### src/rtl/core/ethip_pkg.sv
// Shared types, codes and header offsets for the Ethernet/IPv4 header parser.
package ethip_pkg;

	// Default limit on counted bytes per frame
	localparam int unsigned MAX_FRAME_BYTES_DEF = 2048;

	// EtherType and IP protocol numbers
	localparam logic [15:0] ETYPE_IPV4 = 16'h0800;
	localparam logic [15:0] ETYPE_ARP  = 16'h0806;
	localparam logic [7:0]  PROTO_ICMP = 8'd1;
	localparam logic [7:0]  PROTO_TCP  = 8'd6;
	localparam logic [7:0]  PROTO_UDP  = 8'd17;
	localparam logic [3:0]  IHL_MIN    = 4'd5;

	// Byte offsets within the frame; OFS_TCP_FLAGS is relative to the transport header
	localparam int unsigned OFS_ETYPE_HI   = 12;
	localparam int unsigned OFS_ETYPE_LO   = 13;
	localparam int unsigned OFS_IP         = 14;
	localparam int unsigned OFS_TOTLEN_HI  = 16;
	localparam int unsigned OFS_TOTLEN_LO  = 17;
	localparam int unsigned OFS_ARP_OP_HI  = 20;
	localparam int unsigned OFS_ARP_OP_LO  = 21;
	localparam int unsigned OFS_TTL        = 22;
	localparam int unsigned OFS_PROTO      = 23;
	localparam int unsigned OFS_ADDR_FIRST = 26;
	localparam int unsigned OFS_ADDR_LAST  = 33;
	localparam int unsigned OFS_TCP_FLAGS  = 13;

	// Minimum frame lengths and transport header lengths
	localparam int unsigned NEED_ETH    = 14;
	localparam int unsigned NEED_ARP    = 42;
	localparam int unsigned NEED_IP_MIN = 34;
	localparam int unsigned TCP_HDR     = 20;
	localparam int unsigned SHORT_HDR   = 8;

	// Result codes
	localparam logic [1:0] FK_UNKNOWN = 2'd0;
	localparam logic [1:0] FK_IPV4    = 2'd1;
	localparam logic [1:0] FK_ARP     = 2'd2;
	localparam logic [1:0] TK_NONE    = 2'd0;
	localparam logic [1:0] TK_TCP     = 2'd1;
	localparam logic [1:0] TK_UDP     = 2'd2;
	localparam logic [1:0] TK_ICMP    = 2'd3;

	typedef struct packed {
		logic [7:0] data_byte;
		logic       last_byte;
	} frame_word_t;

	typedef struct packed {
		logic [1:0]  frame_kind;
		logic [1:0]  transport_kind;
		logic [5:0]  ip_header_bytes;
		logic [7:0]  ip_ttl;
		logic        ip_checksum_ok;
		logic        tcp_checksum_ok;
		logic [15:0] src_port;
		logic [15:0] dst_port;
		logic [7:0]  tcp_flag_bits;
		logic [15:0] type_or_opcode;
		logic [11:0] frame_bytes;
		logic        truncated;
	} summary_word_t;

	// Per-frame state captured at the last byte
	typedef struct packed {
		logic [15:0] byte_count;
		logic [15:0] ether_kind;
		logic [3:0]  header_words;
		logic [7:0]  protocol_number;
		logic [15:0] seg_length;
		logic [15:0] header_sum;
		logic [15:0] segment_sum;
		logic [7:0]  pending_high_byte;
		logic [7:0]  ttl_seen;
		logic [31:0] ports_seen;
		logic [7:0]  flags_seen;
		logic [15:0] code_seen;
	} snap_t;

	// Ones'-complement add with end-around carry
	function automatic logic [15:0] oc_add(input logic [15:0] a, input logic [15:0] b);
		logic [16:0] s;
		s = {1'b0, a} + {1'b0, b};
		return s[15:0] + {15'd0, s[16]};
	endfunction

endpackage

### src/rtl/core/ethip_stream_if.sv
// Valid/ready channel interfaces for frame bytes and frame summaries.
interface ethip_frame_if import ethip_pkg::*; ();
	logic        valid;
	logic        ready;
	frame_word_t payload;

	modport source(output valid, output payload, input ready);
	modport sink(input valid, input payload, output ready);
endinterface

interface ethip_summary_if import ethip_pkg::*; ();
	logic          valid;
	logic          ready;
	summary_word_t payload;

	modport source(output valid, output payload, input ready);
	modport sink(input valid, input payload, output ready);
endinterface

### src/rtl/core/ethip_byte_parser.sv
// Input register, per-byte header state update and end-of-frame snapshot.
module ethip_byte_parser import ethip_pkg::*; #(
	parameter int unsigned MAX_FRAME_BYTES = MAX_FRAME_BYTES_DEF
) (
	input  logic          clk,
	input  logic          arst_n,
	ethip_frame_if.sink   frame,
	output snap_t         snap,
	output logic          snap_valid,
	input  logic          snap_take
);

	localparam int unsigned OFS_W = $clog2(MAX_FRAME_BYTES + 1);

	// Input stage
	logic [7:0] byte_s1;
	logic       last_s1;
	logic       valid_s1;
	logic       go;

	// Frame state
	logic [OFS_W-1:0] offset_q, offset_d;
	logic [15:0] ether_kind_q, ether_kind_d;
	logic [3:0]  header_words_q, header_words_d;
	logic [7:0]  protocol_q, protocol_d;
	logic [15:0] total_length_q, total_length_d;
	logic [15:0] header_sum_q, header_sum_d;
	logic [15:0] segment_sum_q, segment_sum_d;
	logic [7:0]  pending_q, pending_d;
	logic [7:0]  ttl_q, ttl_d;
	logic [31:0] ports_q, ports_d;
	logic [7:0]  flags_q, flags_d;
	logic [15:0] code_q, code_d;

	// Values derived from settled header fields, held in registers
	logic [6:0]  tstart_q;
	logic [15:0] seg_len_q;

	snap_t snap_q, snap_d;
	logic  snap_valid_q;

	logic             in_window;
	logic             is_ip;
	logic             is_arp;
	logic [15:0]      hdr_word;
	logic [OFS_W-1:0] rel_ofs;
	logic             in_hdr;
	logic             in_l4;
	logic             in_seg;

	// A last byte waits for a free snapshot slot; others always advance
	assign go          = valid_s1 && (!last_s1 || !snap_valid_q || snap_take);
	assign frame.ready = !valid_s1 || go;
	assign snap        = snap_q;
	assign snap_valid  = snap_valid_q;

	// Compute next frame state for the byte in the input stage
	always_comb begin
		offset_d       = offset_q;
		ether_kind_d   = ether_kind_q;
		header_words_d = header_words_q;
		protocol_d     = protocol_q;
		total_length_d = total_length_q;
		header_sum_d   = header_sum_q;
		segment_sum_d  = segment_sum_q;
		pending_d      = pending_q;
		ttl_d          = ttl_q;
		ports_d        = ports_q;
		flags_d        = flags_q;
		code_d         = code_q;

		in_window = offset_q < OFS_W'(MAX_FRAME_BYTES);
		is_ip     = ether_kind_q == ETYPE_IPV4;
		is_arp    = ether_kind_q == ETYPE_ARP;
		hdr_word  = offset_q[0] ? {8'h00, byte_s1} : {byte_s1, 8'h00};
		rel_ofs   = offset_q - OFS_W'(tstart_q);
		if (offset_q == OFS_W'(OFS_IP)) begin
			in_hdr = byte_s1[3:0] != 4'd0;
		end else begin
			in_hdr = offset_q < (OFS_W'(OFS_IP) + OFS_W'({header_words_q, 2'b00}));
		end
		in_l4  = (header_words_q >= IHL_MIN) && (offset_q >= OFS_W'(tstart_q));
		in_seg = 16'(rel_ofs) < seg_len_q;

		if (in_window) begin
			offset_d = offset_q + OFS_W'(1);
			if (offset_q == OFS_W'(OFS_ETYPE_HI)) begin
				ether_kind_d = {byte_s1, 8'h00};
			end
			if (offset_q == OFS_W'(OFS_ETYPE_LO)) begin
				ether_kind_d[7:0] = byte_s1;
			end

			if (is_arp) begin
				// Capture the ARP opcode
				if (offset_q == OFS_W'(OFS_ARP_OP_HI)) begin
					code_d[15:8] = byte_s1;
				end
				if (offset_q == OFS_W'(OFS_ARP_OP_LO)) begin
					code_d[7:0] = byte_s1;
				end
			end else if (is_ip && offset_q >= OFS_W'(OFS_IP)) begin
				if (offset_q == OFS_W'(OFS_IP)) begin
					header_words_d = byte_s1[3:0];
				end
				if (in_hdr) begin
					header_sum_d = oc_add(header_sum_q, hdr_word);
				end
				if (offset_q == OFS_W'(OFS_TOTLEN_HI)) begin
					total_length_d = {byte_s1, 8'h00};
				end
				if (offset_q == OFS_W'(OFS_TOTLEN_LO)) begin
					total_length_d[7:0] = byte_s1;
				end
				if (offset_q == OFS_W'(OFS_TTL)) begin
					ttl_d = byte_s1;
				end
				if (offset_q == OFS_W'(OFS_PROTO)) begin
					protocol_d = byte_s1;
				end
				// Source and destination addresses go into the pseudo-header sum
				if (offset_q >= OFS_W'(OFS_ADDR_FIRST) && offset_q <= OFS_W'(OFS_ADDR_LAST)) begin
					segment_sum_d = oc_add(segment_sum_q, hdr_word);
				end
				// Transport header and segment
				if (in_l4) begin
					if (rel_ofs < OFS_W'(4)) begin
						case (rel_ofs[1:0])
							2'd0: ports_d[31:24] = byte_s1;
							2'd1: ports_d[23:16] = byte_s1;
							2'd2: ports_d[15:8]  = byte_s1;
							default: ports_d[7:0] = byte_s1;
						endcase
					end
					if (rel_ofs == OFS_W'(0)) begin
						code_d = {8'h00, byte_s1};
					end
					if (rel_ofs == OFS_W'(OFS_TCP_FLAGS)) begin
						flags_d = byte_s1;
					end
					if (in_seg) begin
						if (!offset_q[0]) begin
							pending_d = byte_s1;
						end else begin
							segment_sum_d = oc_add(segment_sum_q, {pending_q, byte_s1});
							pending_d     = 8'h00;
						end
					end
				end
			end
		end

		snap_d.byte_count        = 16'(offset_d);
		snap_d.ether_kind        = ether_kind_d;
		snap_d.header_words      = header_words_d;
		snap_d.protocol_number   = protocol_d;
		snap_d.seg_length        = seg_len_q;
		snap_d.header_sum        = header_sum_d;
		snap_d.segment_sum       = segment_sum_d;
		snap_d.pending_high_byte = pending_d;
		snap_d.ttl_seen          = ttl_d;
		snap_d.ports_seen        = ports_d;
		snap_d.flags_seen        = flags_d;
		snap_d.code_seen         = code_d;
	end

	// Hold control and frame state; clear the frame after its last byte
	always_ff @(posedge clk or negedge arst_n) begin
		if (!arst_n) begin
			valid_s1       <= 1'b0;
			snap_valid_q   <= 1'b0;
			offset_q       <= '0;
			ether_kind_q   <= '0;
			header_words_q <= '0;
			protocol_q     <= '0;
			total_length_q <= '0;
			header_sum_q   <= '0;
			segment_sum_q  <= '0;
			pending_q      <= '0;
			ttl_q          <= '0;
			ports_q        <= '0;
			flags_q        <= '0;
			code_q         <= '0;
			tstart_q       <= '0;
			seg_len_q      <= '0;
		end else begin
			if (frame.valid && frame.ready) begin
				valid_s1 <= 1'b1;
			end else if (go) begin
				valid_s1 <= 1'b0;
			end

			if (go && last_s1) begin
				snap_valid_q <= 1'b1;
			end else if (snap_take) begin
				snap_valid_q <= 1'b0;
			end

			tstart_q  <= 7'(OFS_IP) + {1'b0, header_words_q, 2'b00};
			seg_len_q <= total_length_q - {10'd0, header_words_q, 2'b00};

			if (go) begin
				if (last_s1) begin
					offset_q       <= '0;
					ether_kind_q   <= '0;
					header_words_q <= '0;
					protocol_q     <= '0;
					total_length_q <= '0;
					header_sum_q   <= '0;
					segment_sum_q  <= '0;
					pending_q      <= '0;
					ttl_q          <= '0;
					ports_q        <= '0;
					flags_q        <= '0;
					code_q         <= '0;
				end else begin
					offset_q       <= offset_d;
					ether_kind_q   <= ether_kind_d;
					header_words_q <= header_words_d;
					protocol_q     <= protocol_d;
					total_length_q <= total_length_d;
					header_sum_q   <= header_sum_d;
					segment_sum_q  <= segment_sum_d;
					pending_q      <= pending_d;
					ttl_q          <= ttl_d;
					ports_q        <= ports_d;
					flags_q        <= flags_d;
					code_q         <= code_d;
				end
			end
		end
	end

	// Load the input word and the end-of-frame snapshot
	always_ff @(posedge clk) begin
		if (frame.valid && frame.ready) begin
			byte_s1 <= frame.payload.data_byte;
			last_s1 <= frame.payload.last_byte;
		end
		if (go && last_s1) begin
			snap_q <= snap_d;
		end
	end

endmodule

### src/rtl/core/ethip_summary_build.sv
// Length checks, transport checksum fold and the summary output register.
module ethip_summary_build import ethip_pkg::*; (
	input  logic            clk,
	input  logic            arst_n,
	input  snap_t           snap,
	input  logic            snap_valid,
	output logic            snap_take,
	ethip_summary_if.source summary
);

	logic          out_valid_q;
	summary_word_t out_q;
	summary_word_t res;

	logic        is_ip;
	logic        is_arp;
	logic        l4_ok;
	logic [6:0]  tstart;
	logic [6:0]  need;
	logic [17:0] tcp_sum;
	logic [16:0] fold1;
	logic [15:0] fold2;
	logic        tcp_ok;

	assign snap_take     = snap_valid && (!out_valid_q || summary.ready);
	assign summary.valid = out_valid_q;
	assign summary.payload = out_q;

	// Build the summary from the captured frame state
	always_comb begin
		is_ip  = snap.ether_kind == ETYPE_IPV4;
		is_arp = snap.ether_kind == ETYPE_ARP;
		l4_ok  = snap.header_words >= IHL_MIN;
		tstart = 7'(OFS_IP) + {1'b0, snap.header_words, 2'b00};

		// Bytes required before the headers count as complete
		if (is_ip) begin
			if (l4_ok) begin
				if (snap.protocol_number == PROTO_TCP) begin
					need = tstart + 7'(TCP_HDR);
				end else if (snap.protocol_number == PROTO_UDP ||
					snap.protocol_number == PROTO_ICMP) begin
					need = tstart + 7'(SHORT_HDR);
				end else begin
					need = tstart;
				end
			end else begin
				need = 7'(NEED_IP_MIN);
			end
		end else if (is_arp) begin
			need = 7'(NEED_ARP);
		end else begin
			need = 7'(NEED_ETH);
		end

		// Pseudo-header sum: protocol, segment length and a zero-padded odd byte
		tcp_sum = 18'(snap.segment_sum) + 18'(PROTO_TCP) + 18'(snap.seg_length) +
			(snap.seg_length[0] ? 18'({snap.pending_high_byte, 8'h00}) : 18'd0);
		fold1  = 17'(tcp_sum[15:0]) + 17'(tcp_sum[17:16]);
		fold2  = fold1[15:0] + 16'(fold1[16]);
		tcp_ok = (17'(snap.byte_count) >= (17'(tstart) + 17'(snap.seg_length))) &&
			(fold2 == 16'hFFFF);

		res = '0;
		res.frame_bytes = snap.byte_count[11:0];
		if (snap.byte_count < 16'(need)) begin
			res.truncated = 1'b1;
		end else if (is_ip) begin
			res.frame_kind      = FK_IPV4;
			res.ip_header_bytes = {snap.header_words, 2'b00};
			res.ip_ttl          = snap.ttl_seen;
			res.ip_checksum_ok  = snap.header_sum == 16'hFFFF;
			if (l4_ok) begin
				if (snap.protocol_number == PROTO_TCP) begin
					res.transport_kind  = TK_TCP;
					res.tcp_checksum_ok = tcp_ok;
					res.src_port        = snap.ports_seen[31:16];
					res.dst_port        = snap.ports_seen[15:0];
					res.tcp_flag_bits   = snap.flags_seen;
				end else if (snap.protocol_number == PROTO_UDP) begin
					res.transport_kind = TK_UDP;
					res.src_port       = snap.ports_seen[31:16];
					res.dst_port       = snap.ports_seen[15:0];
				end else if (snap.protocol_number == PROTO_ICMP) begin
					res.transport_kind = TK_ICMP;
					res.type_or_opcode = {8'h00, snap.code_seen[7:0]};
				end
			end
		end else if (is_arp) begin
			res.frame_kind     = FK_ARP;
			res.type_or_opcode = snap.code_seen;
		end
	end

	// Hold the summary until the receiver takes it
	always_ff @(posedge clk or negedge arst_n) begin
		if (!arst_n) begin
			out_valid_q <= 1'b0;
		end else if (snap_take) begin
			out_valid_q <= 1'b1;
		end else if (summary.ready) begin
			out_valid_q <= 1'b0;
		end
	end

	always_ff @(posedge clk) begin
		if (snap_take) begin
			out_q <= res;
		end
	end

endmodule

### src/rtl/core/ethernet_ipv4_header_parser_unit.sv
// Top level of the Ethernet/IPv4 header parser: byte parser and summary stage.
//
// The frame channel carries one frame byte per word, starting at the
// destination MAC, with last_byte set on the final byte. The summary channel
// carries one word per frame: frame class, IPv4 header length, TTL, header and
// TCP checksum results, ports, TCP flags, ICMP type or ARP opcode, the byte
// count and a truncation mark.
// Throughput is one byte per cycle while no last byte waits for the snapshot
// register. A byte is held in the input register, updates the running header
// state and sums in the next cycle, and on the last byte that state is captured
// in a snapshot register, from which the summary register is loaded. Bytes past
// MAX_FRAME_BYTES are ignored and not counted.
// Reset clears all frame state and the channels' valid flags; no summary is
// pending afterwards. When the receiver stalls, the summary register holds its
// word and the snapshot register holds one more; bytes that are not last keep
// flowing, and a last byte waits in the input register until the snapshot
// register frees up, which drops frame.ready.
module ethernet_ipv4_header_parser_unit import ethip_pkg::*; #(
	parameter int unsigned MAX_FRAME_BYTES = MAX_FRAME_BYTES_DEF
) (
	input  logic            clk,
	input  logic            arst_n,
	ethip_frame_if.sink     frame,
	ethip_summary_if.source summary
);

	snap_t snap;
	logic  snap_valid;
	logic  snap_take;

	ethip_byte_parser #(
		.MAX_FRAME_BYTES(MAX_FRAME_BYTES)
	) u_parser (
		.clk        (clk),
		.arst_n     (arst_n),
		.frame      (frame),
		.snap       (snap),
		.snap_valid (snap_valid),
		.snap_take  (snap_take)
	);

	ethip_summary_build u_summary (
		.clk        (clk),
		.arst_n     (arst_n),
		.snap       (snap),
		.snap_valid (snap_valid),
		.snap_take  (snap_take),
		.summary    (summary)
	);

`ifndef SYNTHESIS
	// A snapshot that is not taken stays put
	a_snap_hold: assert property (@(posedge clk) disable iff (!arst_n)
		snap_valid && !snap_take |=> snap_valid && $stable(snap))
		else $error("snapshot lost or changed while waiting");

	// A taken snapshot shows up as a summary word
	a_take_shows: assert property (@(posedge clk) disable iff (!arst_n)
		snap_take |=> summary.valid)
		else $error("summary missing after snapshot transfer");

	// Truncated frames report no class and no transport fields
	a_trunc_zero: assert property (@(posedge clk) disable iff (!arst_n)
		summary.valid && summary.payload.truncated |->
		summary.payload.frame_kind == FK_UNKNOWN &&
		summary.payload.transport_kind == TK_NONE &&
		summary.payload.src_port == 16'd0)
		else $error("truncated summary carries parsed fields");

	// Transport fields only appear for IPv4
	a_l4_ipv4: assert property (@(posedge clk) disable iff (!arst_n)
		summary.valid && summary.payload.frame_kind != FK_IPV4 |->
		summary.payload.transport_kind == TK_NONE &&
		!summary.payload.tcp_checksum_ok)
		else $error("transport result on a non-IPv4 frame");
`endif

endmodule

### src/flat_wrapper.sv
// flat-port wrapper written by rule: the top's interface ports become plain ports
module ethernet_ipv4_header_parser_unit_flat import ethip_pkg::*;
#(
	parameter int unsigned MAX_FRAME_BYTES = MAX_FRAME_BYTES_DEF
)
  (clk, arst_n, frame_valid, frame_payload, frame_ready, summary_valid, summary_payload, summary_ready);
  ethip_frame_if frame_i ();
  ethip_summary_if summary_i ();
  input  logic clk;
  input  logic arst_n;
  input wire logic [$bits(frame_i.valid)-1:0] frame_valid;
  input wire logic [$bits(frame_i.payload)-1:0] frame_payload;
  output wire logic [$bits(frame_i.ready)-1:0] frame_ready;
  output wire logic [$bits(summary_i.valid)-1:0] summary_valid;
  output wire logic [$bits(summary_i.payload)-1:0] summary_payload;
  input wire logic [$bits(summary_i.ready)-1:0] summary_ready;
  assign frame_i.valid = frame_valid;
  assign frame_i.payload = frame_payload;
  assign frame_ready = frame_i.ready;
  assign summary_valid = summary_i.valid;
  assign summary_payload = summary_i.payload;
  assign summary_i.ready = summary_ready;
  ethernet_ipv4_header_parser_unit #(.MAX_FRAME_BYTES(MAX_FRAME_BYTES)) u_core (.clk(clk), .arst_n(arst_n), .frame(frame_i), .summary(summary_i));
endmodule
### config.mk
export PLATFORM = sky130hd
export DESIGN_NAME = ethernet_ipv4_header_parser_unit_flat
export DESIGN_NICKNAME = d
export VERILOG_FILES = /design/src/rtl/core/ethip_pkg.sv /design/src/rtl/core/ethip_stream_if.sv /design/src/rtl/core/ethip_byte_parser.sv /design/src/rtl/core/ethip_summary_build.sv /design/src/rtl/core/ethernet_ipv4_header_parser_unit.sv /design/src/flat_wrapper.sv
export SDC_FILE = /design/constraint.sdc
export NUM_CORES = 1
export LEC_CHECK = 0
export ABC_AREA = 0
export BUFFER_PORTS_ARGS = -buffer_cell sky130_fd_sc_hd__buf_2
export CAP_MARGIN = 15
export CELL_PAD_IN_SITES_DETAIL_PLACEMENT = 1
export CELL_PAD_IN_SITES_GLOBAL_PLACEMENT = 2
export CORE_AREA = 2 2 209 262
export CTS_CLUSTER_DIAMETER = 100
export DETAILED_ROUTE_END_ITERATION = 8
export DIE_AREA = 0 0 211 264
export GPL_TIMING_DRIVEN = 0
export PLACE_DENSITY_LB_ADDON = 0.1
export SLEW_MARGIN = 10
export SYNTH_ARGS = -nofsm -noshare
export SYNTH_HDL_FRONTEND = slang
export SYNTH_SLANG_ARGS = --single-unit
### constraint.sdc
create_clock -name clk -period 17.67 [get_ports clk]
set_input_delay 3.534 -clock clk [delete_from_list [all_inputs] [get_ports clk]]
set_output_delay 3.534 -clock clk [all_outputs]
set_load 0.02 [all_outputs]
==> flow_summary.yaml, run 1 <==
power:
  power.density_nw_per_um2: 88.9
  ir_drop_mv: 0.0716
  p_leak_nw: 11.7
  totalPowerFinal_mw: 2.43
routing:
  post_drt_wl_per_cell_um: 24.2
  vias: 17400
  postRouteAntennaNets: 0
  drc_errors: 0
  drt_iter0_drc: 968
  drt_wl_total_um: 72200
  viasPerCell: 5.83
  drt-pass1-iter-count: 5
floorplan:
  rows: 95
  core_area_um2: 53400
  initial_core_util: 0.454
  pin_count: 104
  die_w_um: 211
  die_y_um: 264
  die-area_um2: 55700
placement:
  pre_cts_ws_ns: 9.68
  routabilityCongestion: 0.884
  io_buffers: 101
  dpl.hpwl_um: 55300
clocking:
  path_clk_slew_ns: 0.06
  cts-hold-fix-buffers: 0
  clk_latency_ns: 0.60
  clkSinkCount: 441
  cts-htree-levels: 2
  cts.path.max_buffers: 3
  cts_root_buf: "clkbuf_16"
  cts_tree: "done"
  cts_made_buffers: 46
  cts_resized: 0
  postCtsSetupRepairBufs: 0
timing:
  fin_worst_skew_ns: 0.0276
  hold_viol_final: 0
  slew_headroom: 0.307
  period_minus_slack_ns: 7.99
  worstMarginPinSlew_ns: 1.04
  finalMaxSlewViolations: 0
  worst_slack_ns: 9.68
  finalSetupViolations: 0
  grt_setup_unrepaired: "no"
  setup_tns_ns: 0
  period_share: 0.452
  max_freq_ghz: 0.125
synthesis:
  synth.area.mux_share: 0.0555
  synthMostInstantiatedCell: "edfxtp_1"
  synth-xor-area-share: 0.0488
  yosys.area.top_type: "edfxtp_1"
  syn_area_per_cell_um2: 11.5
  async_reset_ff_frac: 0.420
  ys.flop_type: "edfxtp_1"
  synthTopCellsByArea: "edfxtp_1 (32%), dfrtp_1 (19%), ha_1 (7.3%)"
  yosysSeqAreaShare: 0.508
  ys_seq_elements: 441
  synth_compound_area_frac: 0.140
  syn_area_um2: 24200
  synth_edf_count: 256
  yosysTopAreaCellShare: 0.317
  synth_fa_ha_area_frac: 0.0860
  syn-instance-count: 2108
  yosys.area_share.simple: 0.134
  synthTopCellsByCount: "edfxtp_1 (256), dfrtp_1 (185), nand2_1 (148)"
  synth.distinct_cells: 94
  synth_top_family_by_area: "compound AO/OA/AOI/OAI gates"
  yosysWarningCount: 0
global_route:
  grt-ovfl-total: 0
  antenna_found_initial: 3
  grt_pass1_wl_um: 110000
  grt_pass1_vias: 18400
  grt_max_degree: 106
  track_usage: 0.262
setup_path:
  reg2reg_to: "u_core.u_summary.summary.payload[69]$_SDFFCE_PP0P_"
  rr_worst_depth: 28
  cp-end-kind: "output pin"
  cp.arrival_ns: 4.45
  path_class: "in2out"
  crit_fanout: 5
  r2r_slack_ns: 10.47
  r2r-start: "u_core.u_parser.snap[104]$_DFFE_PP_"
  cp-start-kind: "primary input"
  cp.required_ns: 14.14
job:
  max_cap_violations: 0
min_path:
  min_path_cells: 0
  whs_endpoint: "u_core.u_parser.seg_len_q[0]$_DFF_PN0_"
  min-delay-start: "u_core.u_parser.total_length_q[0]$_DFFE_PN0P_"
  hp-class: "reg2reg"
final_layout:
  final_core_util: 0.513
  area.growth.synth_to_final_pct: 12.9
  drive_gt1_frac: 0.147
  fin_nets: 2437
status:
  status: "complete, no violations"
==> power by group <==
part,switching (mW),internal (mW)
Combinational,0.193,0.0943
Clock,0.426,0.567
Sequential,0.0250,1.13
Total,0.643,1.79
==> logic make-up after synthesis <==
| kind of cell | Yosys count |
|---|---|
| xor+xnor | 135 |
| compound gates | 480 |
| other cells | 2 |
| buf+inv | 168 |
| mux | 122 |
| flops | 441 |
| simple gates | 603 |
| fa+ha+maj | 157 |
==> how the worst max path moves through the flow <==
stage                        from                                  to  slack (ns)
global placement    summary_ready  u_core.u_parser.snap[13]$_DFFE_PP_        2.43
floorplan           summary_ready   u_core.u_parser.snap[0]$_DFFE_PP_        6.14
detailed placement  summary_ready                         frame_ready        9.68
global route        summary_ready                         frame_ready        9.60
finish              summary_ready                         frame_ready        9.68
CTS                 summary_ready                         frame_ready        9.67
==> final cells by class <==
| cell class | instances | area (um^2) |
|---|---|---|
| flip-flops and latches | 441 | 12300 |
| inverters | 86 | 323 |
| repair buffers | 110 | 718 |
| clock buffers | 61 | 1260 |
| well taps | 679 | 850 |
| clock inverters | 25 | 288 |
| fillers | 5636 | 26000 |
| plain buffers | 82 | 334 |
| multi-input cells | 1500 | 11300 |
| diodes | 1 | 2.50 |
==> flip-flops by register name, indices dropped and copies added (netlist names), 16 cells and up <==
register	count
u_core.u_parser.segment_sum_q	16
u_core.u_parser.header_sum_q	16
u_core.u_parser.ether_kind_q	16
u_core.u_summary.summary.payload	87
u_core.u_parser.code_q	16
u_core.u_parser.ports_q	32
u_core.u_parser.seg_len_q	16
u_core.u_parser.snap	160
u_core.u_parser.total_length_q	16
==> cells in the final DEF, fill, tap and decap left out, types with 7 or more instances in the layout <==
| cell | n |
|---|---|
| edfxtp_1 | 256 |
| dfrtp_1 | 185 |
| nand2_1 | 148 |
| ha_1 | 141 |
| o21ai_0 | 116 |
| buf_2 | 110 |
| a22o_1 | 108 |
| mux2_2 | 100 |
| nor2_1 | 86 |
| inv_1 | 85 |
| xnor2_1 | 81 |
| clkbuf_1 | 72 |
| a21oi_1 | 67 |
| and3_1 | 64 |
| and2_1 | 61 |
| xor2_1 | 54 |
| nand3_1 | 46 |
| clkbuf_16 | 46 |
| a21o_1 | 42 |
| nor3_1 | 33 |
| nor2b_1 | 32 |
| nand2b_1 | 25 |
| nor4_1 | 22 |
| mux2i_1 | 22 |
| nand4_1 | 21 |
| o21a_1 | 19 |
| fa_1 | 16 |
| o21bai_1 | 13 |
| or3_1 | 12 |
| a211oi_1 | 11 |
| and4_1 | 10 |
| clkinv_2 | 9 |
| o2bb2ai_1 | 8 |
| o31ai_1 | 7 |
| o22ai_1 | 7 |
| o211ai_1 | 7 |
| or2_2 | 7 |
==> metrics by stage <==
| stage | cells | hold WS [ns] | area [um^2] |
|---|---|---|---|
| detailed placement | 2898 | 0.364 | 25800 |
| CTS | 2984 | 0.378 | 27400 |
| global route | 2984 | 0.401 | 27400 |
| floorplan | 2109 | 0.354 | 24200 |
| global placement | 2889 | 0.365 | 25600 |
| finish | 2985 | 0.380 | 27400 |
==> metal layers <==
layer | share of wire | GRT usage | routed length (um) | vias up
li1 | - | - | - | 8153
met1 | 0.42 | 0.328 | 30400 | 8742
met2 | 0.49 | 0.448 | 35500 | 368
met3 | 0.044 | 0.0449 | 3180 | 138
met4 | 0.043 | 0.106 | 3130 | 0
met5 | 0 | 0 | 0 | -
==> worst max-delay path: stages <==
cell and delay [ns]:
buf_2 0.09, nor2b_1 0.33, nand4_1 0.23, buf_2 0.26
(Power assumes the default switching activity.)
==> run 2: changes to the inputs <==
- ABC_AREA: 0 -> 1
- CORE_AREA: 2 2 209 262 -> 2 2 234 294
- DIE_AREA: 0 0 211 264 -> 0 0 236 296
- clock period: 17.67 -> 8.1 ns (I/O delays scaled with it)
==> run 2 against run 1 <==
  * Count of clock-buffer cells in the layout is 9 higher
  * Sequential share of layout area is 2.8 points lower
  * Power is 120% higher
  * Non-clock buffer count is 12 lower
  * Clock power is 120% higher
  * Wire length is 18% higher
  * Via count is 23% higher
  * Final cell count is 39% higher
  * Synthesized area is 7.0% higher
  * Sequential cell count stayed put
  * Utilization is 7.9 points lower
  * First-iteration DRC count is 2.0% lower
  * Critical endpoint is now u_core.u_summary.summary.payload[69]$_SDFFCE_PP0P_
  * Highest routed layer unchanged
==> flow_summary.yaml, run 2 <==
synthesis:
  ys.flop_type: "edfxtp_1"
  synth-xor-area-share: 0.0279
  synthMostInstantiatedCell: "nand2_1"
  synth_edf_count: 256
  synth_top_family_by_area: "simple AND/OR/NAND/NOR gates"
  yosysSeqAreaShare: 0.475
  ys_seq_elements: 441
  yosysWarningCount: 0
  syn_area_um2: 25900
  yosysTopAreaCellShare: 0.296
  synthTopCellsByArea: "edfxtp_1 (30%), dfrtp_1 (18%), nand2_1 (11%)"
  synth.distinct_cells: 66
  yosys.area.top_type: "edfxtp_1"
  synthTopCellsByCount: "nand2_1 (788), inv_1 (457), edfxtp_1 (256)"
  syn_area_per_cell_um2: 8.44
  syn-instance-count: 3073
  synth.area.mux_share: 0.00309
  synth_fa_ha_area_frac: 0.0804
  synth_compound_area_frac: 0.0857
  yosys.area_share.simple: 0.243
  async_reset_ff_frac: 0.420
setup_path:
  crit_start: "u_core.u_parser.snap[104]$_DFFE_PP_"
  cpMostUsedCell: "nor2_1"
  cp.required_ns: 8.49
  cp-end-kind: "flip-flop"
  r2r_slack_ns: 0.91
  reg2reg_to: "u_core.u_summary.summary.payload[69]$_SDFFCE_PP0P_"
  slowest_delay_ns: 0.64
  cp_top_family: "simple AND/OR/NAND/NOR gates"
  crit_slowest_cell: "edfxtp_1"
  path_buf_inv: 3
  r2r-start: "u_core.u_parser.snap[104]$_DFFE_PP_"
  path_class: "reg2reg"
  cp.arrival_ns: 7.58
  rr_worst_depth: 42
  crit_cells: 42
  crit_fanout: 10
  cp-start-kind: "flip-flop"
final_layout:
  layout_commonest_cell: "nand2_1"
  fin_nets: 3399
  drive_gt1_frac: 0.0826
  layout_common_cells: "nand2_1 (788), inv_1 (456), edfxtp_1 (256)"
  stdcell_count: 4141
  largest_reg_flops: 160
  final_core_util: 0.434
  area.growth.synth_to_final_pct: 12.7
  final_cell_area_um2: 29200
power:
  ir_drop_mv: 0.154
  totalPowerFinal_mw: 5.35
  power.density_nw_per_um2: 183
  p_leak_nw: 14.1
placement:
  io_buffers: 101
  routabilityCongestion: 0.886
  dpl.hpwl_um: 66700
  placedInstanceArea_um2: 27700
  place_inst: 4053
min_path:
  whs_endpoint: "u_core.u_parser.seg_len_q[0]$_DFF_PN0_"
  min-delay-start: "u_core.u_parser.total_length_q[0]$_DFFE_PN0P_"
  min_path_cells: 0
  hp-class: "reg2reg"
clocking:
  cts_tree: "done"
  path_clk_slew_ns: 0.06
  clk_latency_ns: 0.61
  clkSinkCount: 441
  cts.path.max_buffers: 3
  cts-htree-levels: 2
  cts_root_buf: "clkbuf_16"
  postCtsSetupRepairBufs: 0
  cts_made_buffers: 47
  cts_resized: 0
routing:
  viasPerCell: 5.17
  drt_iter0_drc: 949
  vias: 21400
  post_drt_wl_per_cell_um: 20.6
  postRouteAntennaNets: 0
  drt-pass1-iter-count: 5
  drt_wl_total_um: 85400
  drc_errors: 0
global_route:
  grt_pass1_wl_um: 132000
  grt_max_degree: 102
  antenna_found_initial: 0
  track_usage: 0.246
  grt-ovfl-total: 0
  grt_pass1_vias: 22700
timing:
  finalMaxSlewViolations: 0
  max_freq_ghz: 0.139
  worstMarginPinSlew_ns: 1.06
  period_share: 0.888
  setup_tns_ns: 0
  grt_setup_unrepaired: "no"
  fin_worst_skew_ns: 0.0237
  slew_headroom: 0.293
  finalSetupViolations: 0
  period_minus_slack_ns: 7.19
  hold_viol_final: 0
status:
  status: "complete, no violations"
floorplan:
  pin_count: 104
  rows: 107
  core_area_um2: 67300
  die_w_um: 236
  initial_core_util: 0.385
  die-area_um2: 69900
  die_y_um: 296
job:
  max_cap_violations: 0
run 2: worst max path at each step:
stage	to	slack, ns
detailed placement	u_core.u_summary.summary.payload[69]$_SDFFCE_PP0P_	0.64
global route	u_core.u_summary.summary.payload[69]$_SDFFCE_PP0P_	0.02
CTS	u_core.u_summary.summary.payload[69]$_SDFFCE_PP0P_	0.60
global placement	u_core.u_parser.snap[23]$_DFFE_PP_	-0.92
finish	u_core.u_summary.summary.payload[69]$_SDFFCE_PP0P_	0.91
floorplan	u_core.u_summary.summary.payload[0]$_DFFE_PP_	1.70
run 2: repair_timing:
action,CTS,global route
setup endpoints to repair,0,1
endpoints found under the hold margin,0,0
hold buffers,0,0
run 2: routing by layer:
metal  global-route usage  vias up  part of all wire
li1                     -    10400                 -
met3               0.0254      134             0.023
met1                0.308    10600              0.44
met4               0.0833        0             0.034
met2                0.442      270              0.50
met5                    0        -                 0
run 2: power by group:
group | switching [mW] | internal (mW) | total, mW
Sequential | 0.0539 | 2.46 | 2.52
Combinational | 0.488 | 0.191 | 0.680
Clock | 0.959 | 1.20 | 2.16
Total | 1.50 | 3.85 | 5.35
run 2: cell families after synthesis:
| logic type | count (synthesis) |
|---|---|
| muxes | 8 |
| AOI/OAI and AO/OA | 404 |
| xor gates and xnor gates | 80 |
| adders and majority gates | 157 |
| DFF | 441 |
| buffers and inverters | 556 |
| and+or+nand+nor | 1425 |
| other | 2 |
run 2: cell type report:
class | instances | area [um^2]
Tap cell | 872 | 1090
Fill cell | 7964 | 38100
Multi-Input combinational cell | 2077 | 11400
Clock buffer | 70 | 1300
Timing Repair Buffer | 107 | 658
Inverter | 482 | 1820
Sequential cell | 441 | 12300
Clock inverter | 18 | 214
Buffer | 73 | 378
Antenna cell | 1 | 2.50
run 2: stage by stage:
stage               hold WS, ns  setup WS, ns
floorplan                 0.354          1.70
global placement          0.364        -0.917
detailed placement        0.372         0.640
CTS                       0.388         0.600
global route              0.400        0.0181
finish                    0.384         0.906
run 2: worst reg2reg max path, delay by kind of cell (launching register included):
| family | cells | cell delay, ns |
|---|---|---|
| XOR/XNOR | 1 | 0.27 |
| flip-flops | 1 | 0.64 |
| AO/OA/AOI/OAI | 3 | 0.54 |
| buffers and inverters | 3 | 0.33 |
| AND/OR/NAND/NOR | 30 | 3.80 |
| adder cells (fa/ha/maj) | 5 | 1.37 |
